`config.mk`:
```
export PLATFORM = sky130hd
export DESIGN_NAME = path_dot_segment_normalizer
export DESIGN_NICKNAME = d
export VERILOG_FILES = /design/src/sv/pdsn_pkg.sv /design/src/sv/pdsn_ram.sv /design/src/sv/pdsn_front.sv /design/src/sv/pdsn_back.sv /design/src/sv/path_dot_segment_normalizer.sv
export VERILOG_INCLUDE_DIRS = /design/src /design/src/sv
export SDC_FILE = /design/constraint.sdc
export NUM_CORES = 1
export LEC_CHECK = 0
export BUFFER_PORTS_ARGS = -buffer_cell sky130_fd_sc_hd__buf_4
export CORE_MARGIN = 2
export CORE_UTILIZATION = 31
export CTS_CLUSTER_DIAMETER = 120
export DETAILED_ROUTE_END_ITERATION = 8
export PLACE_DENSITY = 0.52
export SETUP_SLACK_MARGIN = 0.4
export SYNTH_ARGS = -nofsm -noshare
export SYNTH_HDL_FRONTEND = slang
export SYNTH_SLANG_ARGS = --single-unit
```
`constraint.sdc`:
```
create_clock -name clk -period 10.2 [get_ports clk]
set_input_delay 0.51 -clock clk [delete_from_list [all_inputs] [get_ports clk]]
set_output_delay 0.51 -clock clk [all_outputs]
set_load 0.01 [all_outputs]
```
`src/sv/path_dot_segment_normalizer_defines.svh`:
```
// ----------------------------------------------------------------------------
// Path dot-segment normalizer assertion macros
// Shared property forms for the concurrent checks of the normalizer.
// ----------------------------------------------------------------------------
`ifndef PATH_DOT_SEGMENT_NORMALIZER_DEFINES_SVH
`define PATH_DOT_SEGMENT_NORMALIZER_DEFINES_SVH

// Same-cycle implication, checked outside reset.
`define PDSN_ASSERT_NOW(label, cond, conseq, msg) \
  label: assert property (@(posedge clk) disable iff (rst) (cond) |-> (conseq)) \
    else $error(msg);

// Next-cycle implication, checked outside reset.
`define PDSN_ASSERT_NEXT(label, cond, conseq, msg) \
  label: assert property (@(posedge clk) disable iff (rst) (cond) |=> (conseq)) \
    else $error(msg);

`endif

```
`src/sv/pdsn_pkg.sv`:
```
// ----------------------------------------------------------------------------
// Path dot-segment normalizer package
// Word types, buffer sizing, character codes and the back-end state type.
// ----------------------------------------------------------------------------
package pdsn_pkg;

  localparam int MAX_PATH_BYTES = 64;
  localparam int ADDR_W         = $clog2(MAX_PATH_BYTES);
  localparam int POS_W          = $clog2(MAX_PATH_BYTES + 1);

  // command queue between front and back
  localparam int QDEPTH  = 2;
  localparam int QPTR_W  = $clog2(QDEPTH);
  localparam int QCNT_W  = $clog2(QDEPTH + 1);

  // result queue at the output
  localparam int ODEPTH  = 4;
  localparam int OPTR_W  = $clog2(ODEPTH);
  localparam int OCNT_W  = $clog2(ODEPTH + 1);

  localparam logic [7:0] CH_SLASH = 8'h2F;
  localparam logic [7:0] CH_DOT   = 8'h2E;

  typedef struct packed {
    logic [7:0] path_byte;
    logic       path_end;
  } pdsn_in_t;

  typedef struct packed {
    logic [7:0] out_byte;
    logic       out_end;
    logic       overflowed;
  } pdsn_out_t;

  typedef struct packed {
    logic [7:0] ch;
    logic       abs_mode;
    logic       last;
    logic       add_slash;
  } pdsn_cmd_t;

  typedef enum logic [2:0] {
    BK_IDLE,
    BK_PUT,
    BK_RD1,
    BK_RD2,
    BK_RD3,
    BK_SCAN,
    BK_NEXT,
    BK_EMIT
  } pdsn_bk_state_t;

endpackage

```
`src/sv/pdsn_ram.sv`:
```
// ----------------------------------------------------------------------------
// Generic RAM
// One write port and one read port with registered read data.
// ----------------------------------------------------------------------------
module pdsn_ram #(
  parameter int WIDTH = 8,
  parameter int DEPTH = 64
) (
  input  logic                     clk,
  input  logic                     we,
  input  logic [$clog2(DEPTH)-1:0] waddr,
  input  logic [WIDTH-1:0]         wdata,
  input  logic [$clog2(DEPTH)-1:0] raddr,
  output logic [WIDTH-1:0]         rdata
);

  logic [WIDTH-1:0] mem [DEPTH];

  always_ff @(posedge clk) begin
    if (we) begin
      mem[waddr] <= wdata;
    end
    rdata <= mem[raddr];
  end

endmodule

```
`src/sv/pdsn_front.sv`:
```
// ----------------------------------------------------------------------------
// Normalizer front end
// Accepts path words, marks absolute paths and queues commands for the back.
// ----------------------------------------------------------------------------
module pdsn_front
  import pdsn_pkg::*;
(
  input  logic       clk,
  input  logic       rst,
  input  logic       push,
  output logic       full,
  input  pdsn_in_t   item,
  output logic       cmd_valid,
  input  logic       cmd_pop,
  output pdsn_cmd_t  cmd
);

  logic              at_first;
  logic              is_abs;
  pdsn_cmd_t         q [QDEPTH];
  logic [QPTR_W-1:0] wr_ptr;
  logic [QPTR_W-1:0] rd_ptr;
  logic [QCNT_W-1:0] count;

  logic      accept;
  logic      abs_now;
  pdsn_cmd_t cmd_in;

  assign full      = (count == QCNT_W'(QDEPTH));
  assign cmd_valid = (count != '0);
  assign cmd       = q[rd_ptr];
  assign accept    = push && !full;

  // first word decides the path kind and is always stored plainly
  always_comb begin
    abs_now          = at_first ? (item.path_byte == CH_SLASH) : is_abs;
    cmd_in.ch        = item.path_byte;
    cmd_in.abs_mode  = !at_first && is_abs;
    cmd_in.last      = item.path_end;
    cmd_in.add_slash = item.path_end && abs_now && (item.path_byte != CH_SLASH);
  end

  always_ff @(posedge clk) begin
    if (rst) begin
      at_first <= 1'b1;
      is_abs   <= 1'b0;
      wr_ptr   <= '0;
      rd_ptr   <= '0;
      count    <= '0;
    end else begin
      if (accept) begin
        q[wr_ptr] <= cmd_in;
        wr_ptr    <= (wr_ptr == QPTR_W'(QDEPTH - 1)) ? '0 : wr_ptr + QPTR_W'(1);
        at_first  <= item.path_end;
        is_abs    <= item.path_end ? 1'b0 : abs_now;
      end
      if (cmd_pop) begin
        rd_ptr <= (rd_ptr == QPTR_W'(QDEPTH - 1)) ? '0 : rd_ptr + QPTR_W'(1);
      end
      if (accept && !cmd_pop) begin
        count <= count + QCNT_W'(1);
      end else if (!accept && cmd_pop) begin
        count <= count - QCNT_W'(1);
      end
    end
  end

endmodule

```
`src/sv/pdsn_back.sv`:
```
// ----------------------------------------------------------------------------
// Normalizer back end
// Writes bytes into the path buffer, applies the dot-segment rules with
// buffer reads, and streams the finished path into the result queue.
// ----------------------------------------------------------------------------
module pdsn_back
  import pdsn_pkg::*;
(
  input  logic      clk,
  input  logic      rst,
  input  logic      cmd_valid,
  output logic      cmd_pop,
  input  pdsn_cmd_t cmd,
  output logic      empty,
  input  logic      pop,
  output pdsn_out_t result
);

  pdsn_bk_state_t    state, state_next;
  pdsn_cmd_t         cur, cur_next;
  logic [POS_W-1:0]  wp, wp_next;
  logic              ovf, ovf_next;
  logic              d1, d1_next;
  logic [ADDR_W-1:0] j, j_next;
  logic [POS_W-1:0]  k, k_next;
  logic              rd_pend;
  logic              pend_last;

  pdsn_out_t         oq [ODEPTH];
  logic [OPTR_W-1:0] owr_ptr;
  logic [OPTR_W-1:0] ord_ptr;
  logic [OCNT_W-1:0] ocount;

  logic              ram_we;
  logic [ADDR_W-1:0] ram_waddr;
  logic [ADDR_W-1:0] ram_raddr;
  logic [7:0]        ram_rdata;
  logic              issue;
  logic              space;
  logic              opop;

  pdsn_ram #(
    .WIDTH (8),
    .DEPTH (MAX_PATH_BYTES)
  ) u_store (
    .clk   (clk),
    .we    (ram_we),
    .waddr (ram_waddr),
    .wdata (cur.ch),
    .raddr (ram_raddr),
    .rdata (ram_rdata)
  );

  assign empty     = (ocount == '0);
  assign result    = oq[ord_ptr];
  assign opop      = pop && !empty;
  assign ram_waddr = wp[ADDR_W-1:0];
  // leave room for the read still in flight
  assign space     = ({1'b0, ocount} + {{OCNT_W{1'b0}}, rd_pend}) < (OCNT_W + 1)'(ODEPTH);

  always_comb begin
    state_next = state;
    cur_next   = cur;
    wp_next    = wp;
    ovf_next   = ovf;
    d1_next    = d1;
    j_next     = j;
    k_next     = k;
    cmd_pop    = 1'b0;
    ram_we     = 1'b0;
    ram_raddr  = '0;
    issue      = 1'b0;
    case (state)
      BK_IDLE: begin
        if (cmd_valid) begin
          cmd_pop    = 1'b1;
          cur_next   = cmd;
          state_next = BK_PUT;
        end
      end
      BK_PUT: begin
        if (wp >= POS_W'(MAX_PATH_BYTES)) begin
          // drop the byte
          ovf_next   = 1'b1;
          state_next = BK_NEXT;
        end else begin
          ram_we = 1'b1;
          if (!cur.abs_mode || cur.ch != CH_SLASH || wp == '0) begin
            wp_next    = wp + POS_W'(1);
            state_next = BK_NEXT;
          end else begin
            ram_raddr  = ADDR_W'(wp - POS_W'(1));
            state_next = BK_RD1;
          end
        end
      end
      BK_RD1: begin
        if (ram_rdata == CH_SLASH) begin
          // fold the double slash: hold the position
          state_next = BK_NEXT;
        end else begin
          d1_next = (ram_rdata == CH_DOT);
          if (wp >= POS_W'(2)) begin
            ram_raddr  = ADDR_W'(wp - POS_W'(2));
            state_next = BK_RD2;
          end else begin
            wp_next    = wp + POS_W'(1);
            state_next = BK_NEXT;
          end
        end
      end
      BK_RD2: begin
        if (d1 && ram_rdata == CH_SLASH) begin
          wp_next    = wp - POS_W'(1);
          state_next = BK_NEXT;
        end else if (d1 && ram_rdata == CH_DOT && wp >= POS_W'(3)) begin
          ram_raddr  = ADDR_W'(wp - POS_W'(3));
          state_next = BK_RD3;
        end else begin
          wp_next    = wp + POS_W'(1);
          state_next = BK_NEXT;
        end
      end
      BK_RD3: begin
        if (ram_rdata == CH_SLASH) begin
          if (wp >= POS_W'(5)) begin
            j_next     = ADDR_W'(wp - POS_W'(4));
            ram_raddr  = ADDR_W'(wp - POS_W'(4));
            state_next = BK_SCAN;
          end else begin
            // rewind clamps at the root
            wp_next    = POS_W'(1);
            state_next = BK_NEXT;
          end
        end else begin
          wp_next    = wp + POS_W'(1);
          state_next = BK_NEXT;
        end
      end
      BK_SCAN: begin
        if (ram_rdata == CH_SLASH) begin
          wp_next    = POS_W'(j) + POS_W'(1);
          state_next = BK_NEXT;
        end else if (j == ADDR_W'(1)) begin
          wp_next    = POS_W'(1);
          state_next = BK_NEXT;
        end else begin
          j_next    = j - ADDR_W'(1);
          ram_raddr = j - ADDR_W'(1);
        end
      end
      BK_NEXT: begin
        if (cur.last && cur.add_slash) begin
          cur_next.ch        = CH_SLASH;
          cur_next.abs_mode  = 1'b1;
          cur_next.add_slash = 1'b0;
          state_next         = BK_PUT;
        end else if (cur.last) begin
          k_next     = '0;
          state_next = BK_EMIT;
        end else begin
          state_next = BK_IDLE;
        end
      end
      BK_EMIT: begin
        if (k != wp) begin
          if (space) begin
            ram_raddr = k[ADDR_W-1:0];
            issue     = 1'b1;
            k_next    = k + POS_W'(1);
          end
        end else if (!rd_pend) begin
          wp_next    = '0;
          ovf_next   = 1'b0;
          state_next = BK_IDLE;
        end
      end
      default: begin
        state_next = BK_IDLE;
      end
    endcase
  end

  always_ff @(posedge clk) begin
    if (rst) begin
      state <= BK_IDLE;
    end else begin
      state <= state_next;
    end
  end

  always_ff @(posedge clk) begin
    cur <= cur_next;
    d1  <= d1_next;
    j   <= j_next;
    k   <= k_next;
    if (rst) begin
      wp        <= '0;
      ovf       <= 1'b0;
      rd_pend   <= 1'b0;
      pend_last <= 1'b0;
      owr_ptr   <= '0;
      ord_ptr   <= '0;
      ocount    <= '0;
    end else begin
      wp        <= wp_next;
      ovf       <= ovf_next;
      rd_pend   <= issue;
      pend_last <= issue && (k + POS_W'(1) == wp);
      if (rd_pend) begin
        oq[owr_ptr].out_byte   <= ram_rdata;
        oq[owr_ptr].out_end    <= pend_last;
        oq[owr_ptr].overflowed <= ovf;
        owr_ptr <= (owr_ptr == OPTR_W'(ODEPTH - 1)) ? '0 : owr_ptr + OPTR_W'(1);
      end
      if (opop) begin
        ord_ptr <= (ord_ptr == OPTR_W'(ODEPTH - 1)) ? '0 : ord_ptr + OPTR_W'(1);
      end
      if (rd_pend && !opop) begin
        ocount <= ocount + OCNT_W'(1);
      end else if (!rd_pend && opop) begin
        ocount <= ocount - OCNT_W'(1);
      end
    end
  end

endmodule

```
`src/sv/path_dot_segment_normalizer.sv`:
```
// ----------------------------------------------------------------------------
// Path dot-segment normalizer
// Canonicalizes absolute paths ('//', '/./', '/../', trailing '/') and echoes
// relative paths, one byte per word in and out.
// ----------------------------------------------------------------------------
// Input channel: write a word (path_byte, path_end) with push while full is
// low; path_end marks the last byte of a path. Result channel: while empty
// is low the oldest result word is on result; pop takes it. out_end marks
// the last byte of a normalized path, overflowed is set on every word of a
// path longer than the 64-byte buffer (the result is then truncated).
// In the back end each byte is written into the buffer; a '/' of an absolute
// path then has the buffer read back for the dot patterns, and a '..' rewind
// also scans the buffer back byte by byte to the previous '/'. These reads
// share the single read port of the path buffer. After the last byte, the
// path streams out at one word per cycle while the result queue has room.
// A two-word command queue lets input be taken while the back end
// works. When the receiver stalls, the four-word result queue fills,
// streaming holds, and then full rises. Reset empties both queues and
// restarts at the first byte of a path; the buffer needs no clearing.
// ----------------------------------------------------------------------------
`include "path_dot_segment_normalizer_defines.svh"

module path_dot_segment_normalizer
  import pdsn_pkg::*;
(
  input  logic      clk,
  input  logic      rst,
  input  logic      push,
  output logic      full,
  input  pdsn_in_t  item,
  output logic      empty,
  input  logic      pop,
  output pdsn_out_t result
);

  logic      cmd_valid;
  logic      cmd_pop;
  pdsn_cmd_t cmd;

  pdsn_front u_front (
    .clk       (clk),
    .rst       (rst),
    .push      (push),
    .full      (full),
    .item      (item),
    .cmd_valid (cmd_valid),
    .cmd_pop   (cmd_pop),
    .cmd       (cmd)
  );

  pdsn_back u_back (
    .clk       (clk),
    .rst       (rst),
    .cmd_valid (cmd_valid),
    .cmd_pop   (cmd_pop),
    .cmd       (cmd),
    .empty     (empty),
    .pop       (pop),
    .result    (result)
  );

  `PDSN_ASSERT_NOW(a_pop_nonempty, cmd_pop, cmd_valid, "back end popped an empty queue")
  `PDSN_ASSERT_NEXT(a_cmd_held, cmd_valid && !cmd_pop, cmd_valid, "queued command lost")
  `PDSN_ASSERT_NEXT(a_push_queued, push && !full, cmd_valid, "accepted word not queued")

endmodule
```
==> impl_metrics.env <==
export IMPL_overflow=0
export IMPL_power_leakage_nw=10.1
export IMPL_grt_pass1_wl_mm=103
export IMPL_reg2reg_depth=13
export IMPL_syn_avg_cell_area_um2=13.8
export IMPL_finalWirelength_mm=68.1
export IMPL_cts_htree_levels=3
export IMPL_cts_root_buf="clkbuf_16"
export IMPL_coreArea_um2=86300
export IMPL_min_period_over_period_pct=54.5
export IMPL_slew_headroom_pct=25.9
export IMPL_start_util_pct=31.2
export IMPL_clock_latency_ns=0.63
export IMPL_netlist_instances=1947
export IMPL_dp_hpwl_mm=40.9
export IMPL_clock_fmax_ghz=0.180
export IMPL_crit_path_start_kind="register"
export IMPL_cts_setup_buffers=0
export IMPL_synthArstFlopShare_pct=0
export IMPL_grt_max_degree=176
export IMPL_ir_worst_vdd_uv=156
export IMPL_design_area_um2=30400
export IMPL_final_cell_mix="edfxtp_1, nand2_1, nor2_1"
export IMPL_crit_path_max_fanout=175
export IMPL_yosysWarnings=0
export IMPL_ys_flop_type="edfxtp_1"
export IMPL_clkTransAtPathRegs_ns=0.06
export IMPL_synth_distinct_cells=71
export IMPL_die_w_um=299
export IMPL_fin_nets=1985
export IMPL_ys_seq_area_share_pct=69.6
export IMPL_syn_nets=1983
export IMPL_drtAntennaViolNets=0
export IMPL_layout_drive_gt1_share_pct=10.3
export IMPL_synth_edf_count=599
export IMPL_numPortBuffers=24
export IMPL_dieArea_um2=89200
export IMPL_criticalPathCategory="reg -> reg"
export IMPL_cts_tree="yes"
export IMPL_ios=25
export IMPL_max_clock_path_buffers=3
export IMPL_required_ns=10.72
export IMPL_layout_area_overhead_vs_synth_pct=12.9
export IMPL_fillCellCount=8267
export IMPL_grt_antenna_before_repair=0
export IMPL_yosysTopAreaCell="edfxtp_1"
export IMPL_drt_iter0_drc=1423
export IMPL_min_delay_path_depth=1
export IMPL_min_period_ns=5.56
export IMPL_power_density_nw_per_um2=252
export IMPL_die_height_um=299
export IMPL_rsz0062_at_grt="false"
export IMPL_cts_sinks=636
export IMPL_wl_per_cell_um=21.6
export IMPL_detail_route_vias_per_cell=5.05
export IMPL_cts_resized=0
export IMPL_fin_tns_setup_ns=0
export IMPL_synth_area_um2=26900
export IMPL_utilization_pct=35.2
export IMPL_fin_skew_ns=0.0395
export IMPL_setup_viol=0
export IMPL_tightest_slew_ns=1.10
export IMPL_grt_usage_pct=15.1
export IMPL_hold_path_class="in -> reg"
export IMPL_timing_final_hold_violations=0
export IMPL_drc=0
export IMPL_cap_violations=0
export IMPL_cts_hold_fix_buffers=0
export IMPL_ys_ff_latch=636
export IMPL_vias=15951
export IMPL_placed_area_um2=28200
export IMPL_first_pass_iters=5
export IMPL_cts_made_buffers=70
export IMPL_grt_pass1_vias=15755
export IMPL_synth_area_leaders="edfxtp_1, mux2i_1, a211oi_1"
export IMPL_rows=108
export IMPL_worst_ep_arrival_time_ns=6.08
export IMPL_synth_top_cell_area_share_pct=66.8
export IMPL_finalMaxSlewViolations=0
export IMPL_gp_congestion=0.873
export IMPL_crit_path_end_kind="register"
export IMPL_status="complete, no violations"
export IMPL_layout_commonest_cell="edfxtp_1"
-- cell usage after synthesis (all sizes together), types with 3 or more instances --
library cell / instances
edfxtp: 599
nand2: 204
nor2: 176
a211oi: 115
mux2i: 109
and2: 77
buf: 64
a21oi: 63
o21ai: 60
clkbuf: 52
nand3: 46
dfxtp: 37
a31oi: 36
inv: 24
mux2: 24
xor2: 24
o22ai: 23
ha: 22
nor3: 21
o211ai: 19
xnor2: 18
a221o: 15
nor4: 11
and3: 10
mux4: 10
nand2b: 8
nor2b: 8
or3: 7
a22o: 6
o32ai: 6
or2: 6
nand4: 5
nand3b: 4
nor3b: 3
nor4b: 3
or4: 3
-- kinds of logic (layout without fill, tap and decap cells) --
| group | after synthesis | after routing | share of synthesized area (%) |
|---|---|---|---|
| DFF | 636 | 636 | 69.6 |
| and+or+nand+nor | 597 | 597 | 10.4 |
| AOI/OAI and AO/OA | 366 | 366 | 9.26 |
| muxes | 143 | 143 | 5.89 |
| buffers and inverters | 140 | 195 | 2.45 |
| xor gates and xnor gates | 42 | 42 | 1.37 |
| adders and majority gates | 23 | 23 | 1.10 |
| other | 0 | 1 | 0 |
-- path summary, 6_finish.rpt --
check,startpoint,endpoint,slack (ns)
worst max-delay path,u_back.wp[0],u_back.u_store.rdata[1],4.64
worst min-delay path,item[7],u_front.q[0][9],0.09
worst max register to register,u_back.wp[0],u_back.u_store.rdata[1],4.64
worst min register to register,u_back.pend_last,u_back.oq[2][1],0.48
-- per-stage QoR --
stage / hold WS, ns / total power [mW] / worst slack (ns) / std cells
2_1_floorplan: 0.438 / 4.60 / 6.36 / 1947
3_3_place_gp: 0.455 / 5.30 / 4.81 / 3032
3_5_place_dp: 0.468 / 5.31 / 4.70 / 3032
4_1_cts: 0.0560 / 7.74 / 4.69 / 3157
5_1_grt: 0.0739 / 7.99 / 4.32 / 3157
6_report: 0.0854 / 7.66 / 4.64 / 3158
-- registers in the layout, summed over array words and instances, names as in the netlist, 2 cells and up, named ones only --
signal and cells:
u_back.j 6, u_front.q 22, u_back.k 7, u_back.wp 7
u_back.oq 40, u_back.ord_ptr 2, u_back.ocount 3, u_back.u_store.mem 512
u_back.owr_ptr 2, u_front.count 2, u_back.u_store.rdata 8, u_back.cur 11
u_back.state 3
-- area by class of cell --
| type | instances | area, um2 | area share [%] |
|---|---|---|---|
| clock inverters | 28 | 288 | 0.947 |
| repair buffers | 46 | 370 | 1.22 |
| inverters | 24 | 90.1 | 0.296 |
| diodes | 1 | 2.50 | 0.00823 |
| flip-flops and latches | 636 | 18700 | 61.6 |
| well taps | 1155 | 1450 | 4.76 |
| multi-input cells | 1171 | 7560 | 24.9 |
| clock buffers | 97 | 1900 | 6.26 |
-- worst max-delay path: stages, from the launching register on --
cell and delay (ns):
dfxtp_1 0.87, ha_1 0.52, nand2_1 0.10, o211ai_1 0.29
nor4b_1 0.37, nor3_1 0.15, o221ai_4 0.24, buf_12 0.59
buf_4 0.75, mux2i_1 0.17, mux2_2 0.29, a211oi_1 0.45
o32ai_1 0.24, a221o_1 0.31
-- where the power goes --
group | internal (mW) | total [mW] | switching, mW | leakage [nW]
clock network | 1.39 | 2.42 | 1.02 | 1.07
registers | 3.26 | 3.39 | 0.132 | 5.72
logic | 0.554 | 1.85 | 1.29 | 3.33
total | 5.21 | 7.66 | 2.45 | 10.1
-- metal layers --
metal	wire [um]	up-vias	share of wire (%)	track usage, %
met4	1440	0	2.1	4.24
met5	0	-	0	0
met1	32000	8040	47	21.9
met2	31200	429	46	23.8
li1	-	7391	-	-
met3	3460	91	5.1	2.09
Power figures use the tool's default switching activity.
